===== config.mk =====
export PLATFORM = sky130hd
export DESIGN_NAME = rect_trim_against_rects_unit
export DESIGN_NICKNAME = d
export VERILOG_FILES = /design/src/rtl/core/rtat_pkg.sv /design/src/rtl/core/rect_trim_against_rects_unit.sv /design/src/rtl/core/rtat_trim_core.sv
export VERILOG_INCLUDE_DIRS = /design/src /design/src/rtl/core
export SDC_FILE = /design/constraint.sdc
export NUM_CORES = 2
export LEC_CHECK = 0
export BUFFER_PORTS_ARGS = -buffer_cell sky130_fd_sc_hd__buf_2
export CORE_MARGIN = 2
export CORE_UTILIZATION = 40
export CTS_CLUSTER_DIAMETER = 150
export DETAILED_ROUTE_END_ITERATION = 10
export HOLD_SLACK_MARGIN = 0.02
export PLACE_DENSITY = 0.63
export SLEW_MARGIN = 0
export SYNTH_ARGS = -nofsm -noshare
export SYNTH_HDL_FRONTEND = slang
export SYNTH_SLANG_ARGS = --single-unit
export TNS_END_PERCENT = 1

===== constraint.sdc =====
create_clock -name clk -period 35.8 [get_ports clk]
set_clock_uncertainty 0.2 [all_clocks]
set_input_delay 1.79 -clock clk [delete_from_list [all_inputs] [get_ports clk]]
set_output_delay 1.79 -clock clk [all_outputs]
set_load 0.1 [all_outputs]

===== src/rtl/core/rect_trim_against_rects_unit_assert.svh =====
// assertion macros used by the rectangle trim unit
`ifndef RECT_TRIM_AGAINST_RECTS_UNIT_ASSERT_SVH
`define RECT_TRIM_AGAINST_RECTS_UNIT_ASSERT_SVH

// clocked assertion on a full property, quiet while reset is applied
`define RTAT_ASSERT_CLK(label, prop, msg) \
	label: assert property (@(posedge clk) disable iff (!arst_n) (prop)) \
		else $error(msg);

// clocked assertion of a same-cycle implication
`define RTAT_ASSERT_IMPL(label, ante, cons, msg) \
	label: assert property (@(posedge clk) disable iff (!arst_n) (ante) |-> (cons)) \
		else $error(msg);

`endif


===== src/rtl/core/rtat_pkg.sv =====
package rtat_pkg;

	// default coordinate width
	localparam int COORD_BITS_DEF = 16;
	// rectangle id and own id width
	localparam int ID_BITS = 8;
	// area compare keeps the low bits of the product only
	localparam int AREA_BITS = 32;

	// request opcodes
	localparam logic OP_START = 1'b0;
	localparam logic OP_TRIM  = 1'b1;

	// outcome of one trim test against the candidate
	typedef struct packed {
		logic miss;    // other rectangle does not touch the candidate
		logic take_h;  // horizontal trim chosen
		logic take_v;  // vertical trim chosen
		logic fail;    // touching, but neither trim is usable
	} trim_sel_t;

endpackage


===== src/rtl/core/rect_trim_against_rects_unit.sv =====
// Trims a candidate rectangle against a stream of other rectangles. A start
// request (op = 0) loads the candidate and clears the failure flag; each
// following request brings another rectangle that, unless its id matches the
// own id or it misses the candidate, cuts the candidate horizontally or
// vertically (larger area kept) or marks the set failed. A request with
// last = 1 yields one result with ok and the candidate. Throughput is one
// request per clock while in_ready is high: each request is registered into
// stage 1 and resolved there against the candidate, and one with last = 1
// then loads the result register that drives out_valid. The clock period is
// set by the candidate feedback loop: touch compares, extent subtracts, two
// 32-bit area products and their compare. in_ready falls only while a result
// waits at the output and a request with last = 1 is queued behind it.
module rect_trim_against_rects_unit #(
	parameter int COORD_BITS = rtat_pkg::COORD_BITS_DEF
) (
	input  logic                          clk,
	input  logic                          arst_n,
	input  logic                          cfg_we,
	input  logic [rtat_pkg::ID_BITS-1:0]  cfg_wdata,
	input  logic                          in_valid,
	output logic                          in_ready,
	input  logic                          op,
	input  logic signed [COORD_BITS-1:0]  left,
	input  logic signed [COORD_BITS-1:0]  top,
	input  logic signed [COORD_BITS-1:0]  right,
	input  logic signed [COORD_BITS-1:0]  bottom,
	input  logic [rtat_pkg::ID_BITS-1:0]  rect_id,
	input  logic                          last,
	output logic                          out_valid,
	input  logic                          out_ready,
	output logic                          ok,
	output logic signed [COORD_BITS-1:0]  out_left,
	output logic signed [COORD_BITS-1:0]  out_top,
	output logic signed [COORD_BITS-1:0]  out_right,
	output logic signed [COORD_BITS-1:0]  out_bottom
);
	import rtat_pkg::*;

	logic [ID_BITS-1:0]           own_id_q;
	logic                         valid_s1;
	logic                         op_s1;
	logic signed [COORD_BITS-1:0] left_s1;
	logic signed [COORD_BITS-1:0] top_s1;
	logic signed [COORD_BITS-1:0] right_s1;
	logic signed [COORD_BITS-1:0] bottom_s1;
	logic [ID_BITS-1:0]           id_s1;
	logic                         last_s1;
	logic signed [COORD_BITS-1:0] cur_left_q;
	logic signed [COORD_BITS-1:0] cur_top_q;
	logic signed [COORD_BITS-1:0] cur_right_q;
	logic signed [COORD_BITS-1:0] cur_bottom_q;
	logic                         failed_q;
	logic                         out_valid_q;
	logic                         ok_q;
	logic signed [COORD_BITS-1:0] out_left_q;
	logic signed [COORD_BITS-1:0] out_top_q;
	logic signed [COORD_BITS-1:0] out_right_q;
	logic signed [COORD_BITS-1:0] out_bottom_q;
	logic                         s1_adv;
	logic                         in_take;
	logic                         do_trim;
	logic signed [COORD_BITS-1:0] h_left;
	logic signed [COORD_BITS-1:0] h_right;
	logic signed [COORD_BITS-1:0] v_top;
	logic signed [COORD_BITS-1:0] v_bottom;
	trim_sel_t                    sel;
	logic signed [COORD_BITS-1:0] nxt_left;
	logic signed [COORD_BITS-1:0] nxt_top;
	logic signed [COORD_BITS-1:0] nxt_right;
	logic signed [COORD_BITS-1:0] nxt_bottom;
	logic                         nxt_failed;

	// own id register
	always_ff @(posedge clk or negedge arst_n) begin
		if (!arst_n) begin
			own_id_q <= '0;
		end else if (cfg_we) begin
			own_id_q <= cfg_wdata;
		end
	end

	// stage 1 moves on unless its result would overwrite a waiting one
	assign s1_adv   = valid_s1 && (!last_s1 || !out_valid_q || out_ready);
	assign in_ready = !valid_s1 || s1_adv;
	assign in_take  = in_valid && in_ready;

	// input register
	always_ff @(posedge clk or negedge arst_n) begin
		if (!arst_n) begin
			valid_s1 <= 1'b0;
		end else if (in_ready) begin
			valid_s1 <= in_valid;
		end
	end

	always_ff @(posedge clk) begin
		if (in_take) begin
			op_s1     <= op;
			left_s1   <= left;
			top_s1    <= top;
			right_s1  <= right;
			bottom_s1 <= bottom;
			id_s1     <= rect_id;
			last_s1   <= last;
		end
	end

	// trim of the candidate against the registered rectangle
	rtat_trim_core #(
		.COORD_BITS (COORD_BITS)
	) u_trim (
		.cur_l    (cur_left_q),
		.cur_t    (cur_top_q),
		.cur_r    (cur_right_q),
		.cur_b    (cur_bottom_q),
		.oth_l    (left_s1),
		.oth_t    (top_s1),
		.oth_r    (right_s1),
		.oth_b    (bottom_s1),
		.h_left   (h_left),
		.h_right  (h_right),
		.v_top    (v_top),
		.v_bottom (v_bottom),
		.sel      (sel)
	);

	assign do_trim = (op_s1 == OP_TRIM) && !failed_q && (id_s1 != own_id_q);

	// next candidate and failure flag
	always_comb begin
		nxt_left   = cur_left_q;
		nxt_top    = cur_top_q;
		nxt_right  = cur_right_q;
		nxt_bottom = cur_bottom_q;
		nxt_failed = failed_q;
		if (op_s1 == OP_START) begin
			nxt_left   = left_s1;
			nxt_top    = top_s1;
			nxt_right  = right_s1;
			nxt_bottom = bottom_s1;
			nxt_failed = 1'b0;
		end else if (do_trim) begin
			if (sel.take_h) begin
				nxt_left  = h_left;
				nxt_right = h_right;
			end else if (sel.take_v) begin
				nxt_top    = v_top;
				nxt_bottom = v_bottom;
			end else if (sel.fail) begin
				nxt_failed = 1'b1;
			end
		end
	end

	// candidate state
	always_ff @(posedge clk or negedge arst_n) begin
		if (!arst_n) begin
			cur_left_q   <= '0;
			cur_top_q    <= '0;
			cur_right_q  <= '0;
			cur_bottom_q <= '0;
			failed_q     <= 1'b0;
		end else if (s1_adv) begin
			cur_left_q   <= nxt_left;
			cur_top_q    <= nxt_top;
			cur_right_q  <= nxt_right;
			cur_bottom_q <= nxt_bottom;
			failed_q     <= nxt_failed;
		end
	end

	// result register
	always_ff @(posedge clk or negedge arst_n) begin
		if (!arst_n) begin
			out_valid_q <= 1'b0;
		end else if (s1_adv && last_s1) begin
			out_valid_q <= 1'b1;
		end else if (out_ready) begin
			out_valid_q <= 1'b0;
		end
	end

	always_ff @(posedge clk) begin
		if (s1_adv && last_s1) begin
			ok_q         <= !nxt_failed;
			out_left_q   <= nxt_left;
			out_top_q    <= nxt_top;
			out_right_q  <= nxt_right;
			out_bottom_q <= nxt_bottom;
		end
	end

	assign out_valid  = out_valid_q;
	assign ok         = ok_q;
	assign out_left   = out_left_q;
	assign out_top    = out_top_q;
	assign out_right  = out_right_q;
	assign out_bottom = out_bottom_q;

	`include "rect_trim_against_rects_unit_assert.svh"

	// stall only comes from a held stage 1 request
	`RTAT_ASSERT_IMPL(a_stall_src, !in_ready, valid_s1 && last_s1 && out_valid_q,
		"input stalled without a blocked result")

	// a request without a result never waits
	`RTAT_ASSERT_IMPL(a_nolast_flows, valid_s1 && !last_s1, s1_adv,
		"request without result held in stage 1")

	// a finished last request shows up at the output
	`RTAT_ASSERT_CLK(a_result_out, s1_adv && last_s1 |=> out_valid,
		"result of a last request not presented")

	// start request clears the failure
	`RTAT_ASSERT_CLK(a_start_clear, s1_adv && (op_s1 == OP_START) |=> !failed_q,
		"start request did not clear failure")

	// failure freezes the candidate until the next start
	`RTAT_ASSERT_CLK(a_fail_sticky,
		failed_q && !(s1_adv && (op_s1 == OP_START)) |=>
			failed_q && $stable(cur_left_q) && $stable(cur_top_q) &&
			$stable(cur_right_q) && $stable(cur_bottom_q),
		"failed candidate changed before a start request")

endmodule


===== src/rtl/core/rtat_trim_core.sv =====
module rtat_trim_core #(
	parameter int COORD_BITS = rtat_pkg::COORD_BITS_DEF
) (
	input  logic signed [COORD_BITS-1:0] cur_l,
	input  logic signed [COORD_BITS-1:0] cur_t,
	input  logic signed [COORD_BITS-1:0] cur_r,
	input  logic signed [COORD_BITS-1:0] cur_b,
	input  logic signed [COORD_BITS-1:0] oth_l,
	input  logic signed [COORD_BITS-1:0] oth_t,
	input  logic signed [COORD_BITS-1:0] oth_r,
	input  logic signed [COORD_BITS-1:0] oth_b,
	output logic signed [COORD_BITS-1:0] h_left,
	output logic signed [COORD_BITS-1:0] h_right,
	output logic signed [COORD_BITS-1:0] v_top,
	output logic signed [COORD_BITS-1:0] v_bottom,
	output rtat_pkg::trim_sel_t          sel
);
	import rtat_pkg::*;

	localparam int DW = COORD_BITS + 1;
	localparam int EW = (DW > AREA_BITS) ? DW : AREA_BITS;

	logic                 miss;
	logic                 aok;
	logic                 bok;
	logic                 h_bigger;
	logic signed [DW-1:0] wid_h;
	logic signed [DW-1:0] hgt_h;
	logic signed [DW-1:0] wid_v;
	logic signed [DW-1:0] hgt_v;
	logic signed [EW-1:0] wid_h_x;
	logic signed [EW-1:0] hgt_h_x;
	logic signed [EW-1:0] wid_v_x;
	logic signed [EW-1:0] hgt_v_x;
	logic [AREA_BITS-1:0] area_h;
	logic [AREA_BITS-1:0] area_v;

	// touch test, edges strictly beyond count as apart
	assign miss = (oth_l > cur_r) || (oth_r < cur_l) || (oth_t > cur_b) || (oth_b < cur_t);

	// candidate trims on each axis
	assign h_left   = (cur_l > oth_l) ? oth_r : cur_l;
	assign h_right  = (cur_l > oth_l) ? cur_r : oth_l;
	assign v_top    = (cur_t > oth_t) ? oth_b : cur_t;
	assign v_bottom = (cur_t > oth_t) ? cur_b : oth_t;

	// usable trims
	assign aok = (h_left < h_right) && ((oth_t < cur_b) || (oth_b < cur_t));
	assign bok = (v_top < v_bottom) && ((oth_l < cur_r) || (oth_r < cur_l));

	// extents, one bit wider than a coordinate
	assign wid_h = DW'(h_right) - DW'(h_left);
	assign hgt_h = DW'(cur_b) - DW'(cur_t);
	assign wid_v = DW'(cur_r) - DW'(cur_l);
	assign hgt_v = DW'(v_bottom) - DW'(v_top);

	// sign extend, then keep low product bits only
	assign wid_h_x = EW'(wid_h);
	assign hgt_h_x = EW'(hgt_h);
	assign wid_v_x = EW'(wid_v);
	assign hgt_v_x = EW'(hgt_v);

	assign area_h = wid_h_x[AREA_BITS-1:0] * hgt_h_x[AREA_BITS-1:0];
	assign area_v = wid_v_x[AREA_BITS-1:0] * hgt_v_x[AREA_BITS-1:0];

	// unsigned compare, vertical wins a tie
	assign h_bigger = area_h > area_v;

	// selection
	always_comb begin
		sel.miss   = miss;
		sel.take_h = !miss && aok && (!bok || h_bigger);
		sel.take_v = !miss && bok && !(aok && h_bigger);
		sel.fail   = !miss && !aok && !bok;
	end

endmodule

==> metrics.txt <==
# TYPE chip_impl_metric gauge
chip_impl_info{name="outcome",value="complete, no violations"} 1
chip_impl_metric{name="final_layout_size_suffix_gt1_frac",unit=""} 0.09280
chip_impl_metric{name="postCtsSetupRepairBufs",unit=""} 0
chip_impl_metric{name="grt_use_total",unit=""} 0.2299
chip_impl_info{name="worstSetupStartpoint",value="left_s1[1]"} 1
chip_impl_metric{name="place_hpwl",unit="um"} 85310
chip_impl_info{name="clock_tree_from_tritoncts",value="yes"} 1
chip_impl_metric{name="avg_inst_size_synth",unit="um^2"} 9.300
chip_impl_metric{name="synth.net_count",unit=""} 4909
chip_impl_metric{name="grt_overflow_total",unit=""} 0
chip_impl_metric{name="drt-vias-per-instance",unit=""} 5.311
chip_impl_metric{name="finalWirelength",unit="um"} 106500
chip_impl_info{name="worst_r2r_startpoint",value="left_s1[1]"} 1
chip_impl_metric{name="floorplan.die_area",unit="um^2"} 93220
chip_impl_info{name="yosys_top_cell_by_area",value="sky130_fd_sc_hd__fa_1"} 1
chip_impl_metric{name="fmax",unit="GHz"} 0.05827
chip_impl_metric{name="worst_setup_hold_path_clk_slew",unit="ps"} 70
chip_impl_info{name="synth_top_flop_cell",value="sky130_fd_sc_hd__edfxtp_1"} 1
chip_impl_metric{name="fin_tns_setup",unit="ps"} 0
chip_impl_metric{name="final_antenna_net_count",unit=""} 0
chip_impl_metric{name="clock_tree.htree_level_count",unit=""} 1
chip_impl_metric{name="hold_path_depth",unit=""} 1
chip_impl_info{name="rsz0062_at_grt",value="no"} 1
chip_impl_metric{name="synthesis.yosys.warnings",unit=""} 0
chip_impl_info{name="cp_slowest_cell",value="sky130_fd_sc_hd__buf_4"} 1
chip_impl_info{name="path_common_cell",value="sky130_fd_sc_hd__fa_1"} 1
chip_impl_metric{name="diodes",unit=""} 0
chip_impl_metric{name="cap_violations",unit=""} 0
chip_impl_metric{name="clk-insertion-delay-late",unit="ps"} 550
chip_impl_metric{name="final_layout_fill_cell_count",unit=""} 8913
chip_impl_metric{name="detail_route.iter0.violations",unit=""} 2252
chip_impl_info{name="synth.top_cells.by_area",value="sky130_fd_sc_hd__fa_1, sky130_fd_sc_hd__ha_1, sky130_fd_sc_hd__edfxtp_1"} 1
chip_impl_metric{name="final.period_utilization",unit=""} 0.4794
chip_impl_info{name="kind_of_critical_path",value="reg2reg"} 1
chip_impl_metric{name="finalCoreUtilization",unit=""} 0.4384
chip_impl_metric{name="worst-r2r-cell-count",unit=""} 63
chip_impl_metric{name="area_taken_by_multi_input_logic_gates",unit="um^2"} 27030
chip_impl_info{name="cts.root.buffer_cell",value="sky130_fd_sc_hd__clkbuf_16"} 1
chip_impl_metric{name="dieHeight",unit="um"} 305.3
chip_impl_metric{name="post-route-min-period",unit="ps"} 17160
chip_impl_metric{name="synth.cell_area",unit="um^2"} 36320
chip_impl_metric{name="cts_buffers",unit=""} 22
chip_impl_metric{name="via_total_after_detailed_routing",unit=""} 27710
chip_impl_metric{name="global_route_wire_length_before_repair",unit="um"} 167200
chip_impl_metric{name="first_global_vias",unit=""} 28880
chip_impl_metric{name="wire_per_inst",unit="um"} 20.41
chip_impl_metric{name="cts.sinks",unit=""} 214
chip_impl_info{name="critPathLaunchType",value="flip-flop"} 1
chip_impl_metric{name="synth_top_area_share",unit=""} 0.3125
chip_impl_metric{name="antenna_found_initial",unit=""} 3
chip_impl_info{name="timing.hold.worst.class",value="reg2reg"} 1
chip_impl_metric{name="cts.repair.resized",unit=""} 0
chip_impl_metric{name="critical_path_required",unit="ps"} 36060
chip_impl_metric{name="final_nets",unit=""} 5029
chip_impl_metric{name="path_max_fanout",unit=""} 82
chip_impl_metric{name="firstDrtPassIters",unit=""} 6
chip_impl_metric{name="cp_slowest_stage_delay",unit="ps"} 670
chip_impl_metric{name="grt_start_max_net_pins",unit=""} 142
chip_impl_metric{name="floorplan.initialDensity",unit=""} 0.4035
chip_impl_metric{name="floorplan.io_pins",unit=""} 154
chip_impl_metric{name="worst_pin_slew",unit="ps"} 1344
chip_impl_metric{name="postCtsHoldBufs",unit=""} 0
chip_impl_metric{name="max-slew-margin-rel",unit=""} 0.09766
chip_impl_metric{name="setup-violations-final",unit=""} 0
chip_impl_metric{name="core_region_area",unit="um^2"} 90010
chip_impl_metric{name="post_synth_num_cell_types",unit=""} 81
chip_impl_metric{name="yosys_register_bits",unit=""} 214
chip_impl_metric{name="cts-root-to-sink-buffers",unit=""} 3
chip_impl_metric{name="number_of_hold_violations_in_the_final_report",unit=""} 0
chip_impl_metric{name="finalWeightedCongestion",unit=""} 0.9036
chip_impl_metric{name="netlist_instances",unit=""} 3905
chip_impl_metric{name="synthArstFlopShare",unit=""} 0.3505
chip_impl_metric{name="residual_drc_count",unit=""} 0
chip_impl_metric{name="area.growth.synth_to_final",unit="%"} 8.665
chip_impl_metric{name="buffer_ports.inserted",unit=""} 153
chip_impl_metric{name="die_width",unit="um"} 305.3
chip_impl_metric{name="timing.critical_path.arrival",unit="ps"} 17420
chip_impl_metric{name="synth_enable_flop_cells",unit=""} 139
chip_impl_metric{name="seq_area",unit="um^2"} 6051
chip_impl_metric{name="synth_seq_area_share",unit=""} 0.1666
chip_impl_info{name="holdCritStartpoint",value="own_id_q[3]"} 1
chip_impl_metric{name="slew_violations",unit=""} 0
chip_impl_metric{name="core.rowCount",unit=""} 110
chip_impl_info{name="endpoint_kind",value="flip-flop"} 1
critical path, delay by kind of cell (launching register included):
family | cells | cell delay, ps
AND/OR/NAND/NOR | 13 | 2010
buffers and inverters | 8 | 2130
AO/OA/AOI/OAI | 27 | 6110
adder cells (fa/ha/maj) | 10 | 4520
flip-flops | 1 | 430
multiplexers | 1 | 270
XOR/XNOR | 4 | 1270
final timing paths:
path	endpoint	slack [ps]
max	cur_right_q[4]	18640
min	own_id_q[3]	330
max reg2reg	cur_right_q[4]	18640
min reg2reg	own_id_q[3]	330
max in group asynchronous	cur_bottom_q[10]	33320
min in group asynchronous	cur_right_q[6]	1010
per-stage QoR:
stage	hold WS [ps]	area, um^2	setup WS, ps	std cells
floorplan	301.1	36320	20620	3905
global placement	313.8	38680	19170	5177
detailed placement	317.0	38680	18860	5177
CTS	329.3	39460	18800	5217
global route	350.0	39460	17420	5217
finish	328.6	39460	18640	5217
synth_stat cells, types with 12 or more instances:
| cell | count |
|---|---|
| sky130_fd_sc_hd__inv_1 | 756 |
| sky130_fd_sc_hd__fa_1 | 567 |
| sky130_fd_sc_hd__nand2_1 | 395 |
| sky130_fd_sc_hd__ha_1 | 350 |
| sky130_fd_sc_hd__nor2_1 | 312 |
| sky130_fd_sc_hd__a21oi_1 | 230 |
| sky130_fd_sc_hd__edfxtp_1 | 139 |
| sky130_fd_sc_hd__xnor2_1 | 124 |
| sky130_fd_sc_hd__clkbuf_1 | 103 |
| sky130_fd_sc_hd__dfrtp_1 | 75 |
| sky130_fd_sc_hd__o21ai_0 | 74 |
| sky130_fd_sc_hd__mux2_2 | 69 |
| sky130_fd_sc_hd__a21o_1 | 68 |
| sky130_fd_sc_hd__and2_1 | 66 |
| sky130_fd_sc_hd__xor2_1 | 56 |
| sky130_fd_sc_hd__mux2i_1 | 49 |
| sky130_fd_sc_hd__nor2b_1 | 47 |
| sky130_fd_sc_hd__o22ai_1 | 44 |
| sky130_fd_sc_hd__nand2b_1 | 43 |
| sky130_fd_sc_hd__o22a_1 | 29 |
| sky130_fd_sc_hd__nand3_1 | 27 |
| sky130_fd_sc_hd__o21bai_1 | 26 |
| sky130_fd_sc_hd__nand4_1 | 24 |
| sky130_fd_sc_hd__nor3_1 | 21 |
| sky130_fd_sc_hd__o21a_1 | 20 |
| sky130_fd_sc_hd__or2_2 | 14 |
| sky130_fd_sc_hd__a2bb2oi_1 | 12 |
cell families (layout without fill, tap and decap cells):
logic type,Yosys count,after routing,synth area share
mux,118,118,0.03490
buf+inv,881,1017,0.09195
simple gates,988,988,0.1210
xor+xnor,181,181,0.04403
fa+ha+maj,920,920,0.4340
flops,214,214,0.1666
compound gates,603,603,0.1076
sequential cells by signal, summed over array words and instances, names as in the netlist, 8 cells and up:
register / flops
bottom_s1: 16
cur_bottom_q: 16
cur_left_q: 16
cur_right_q: 16
cur_top_q: 16
left_s1: 16
out_bottom: 16
out_left: 16
out_right: 16
out_top: 16
right_s1: 16
top_s1: 16
id_s1: 8
own_id_q: 8
layer usage:
layer,track usage,share of wire,vias up
met1,0.3149,0.43,13740
li1,-,-,12730
met4,0.07733,0.037,0
met2,0.3765,0.46,1047
met5,0,0,-
met3,0.02974,0.072,185
cells in the final DEF (no fill, tap or decap), drive strengths merged, types with 26 or more instances in the layout:
| cell | netlist | final |
|---|---|---|
| xnor2 | 124 | 124 |
| inv | 757 | 762 |
| o22ai | 44 | 44 |
| xor2 | 56 | 56 |
| ha | 350 | 350 |
| nand3 | 27 | 27 |
| and2 | 67 | 67 |
| dfrtp | 75 | 75 |
| mux2i | 49 | 49 |
| nor2b | 47 | 47 |
| o21bai | 26 | 26 |
| edfxtp | 139 | 139 |
| nand2b | 43 | 43 |
| a21oi | 231 | 231 |
| nor2 | 313 | 313 |
| o22a | 29 | 29 |
| a21o | 68 | 68 |
| clkbuf | 103 | 26 |
| mux2 | 69 | 69 |
| o21ai | 76 | 76 |
| fa | 567 | 567 |
| nand2 | 395 | 395 |
| buf | 21 | 220 |
layout make-up:
class                      instances  share of cell area
sequential                       214              0.1533
timing repair buffer             220             0.03253
clock inverter                    14            0.004122
multi-input combinational       2810              0.6850
clock buffer                      26             0.01566
inverter                         757             0.07206
tap                             1176             0.03728
Power is left out: the tool's default activity adds up to more than one toggle a clock period on the data nets, which glitch-free logic cannot reach.
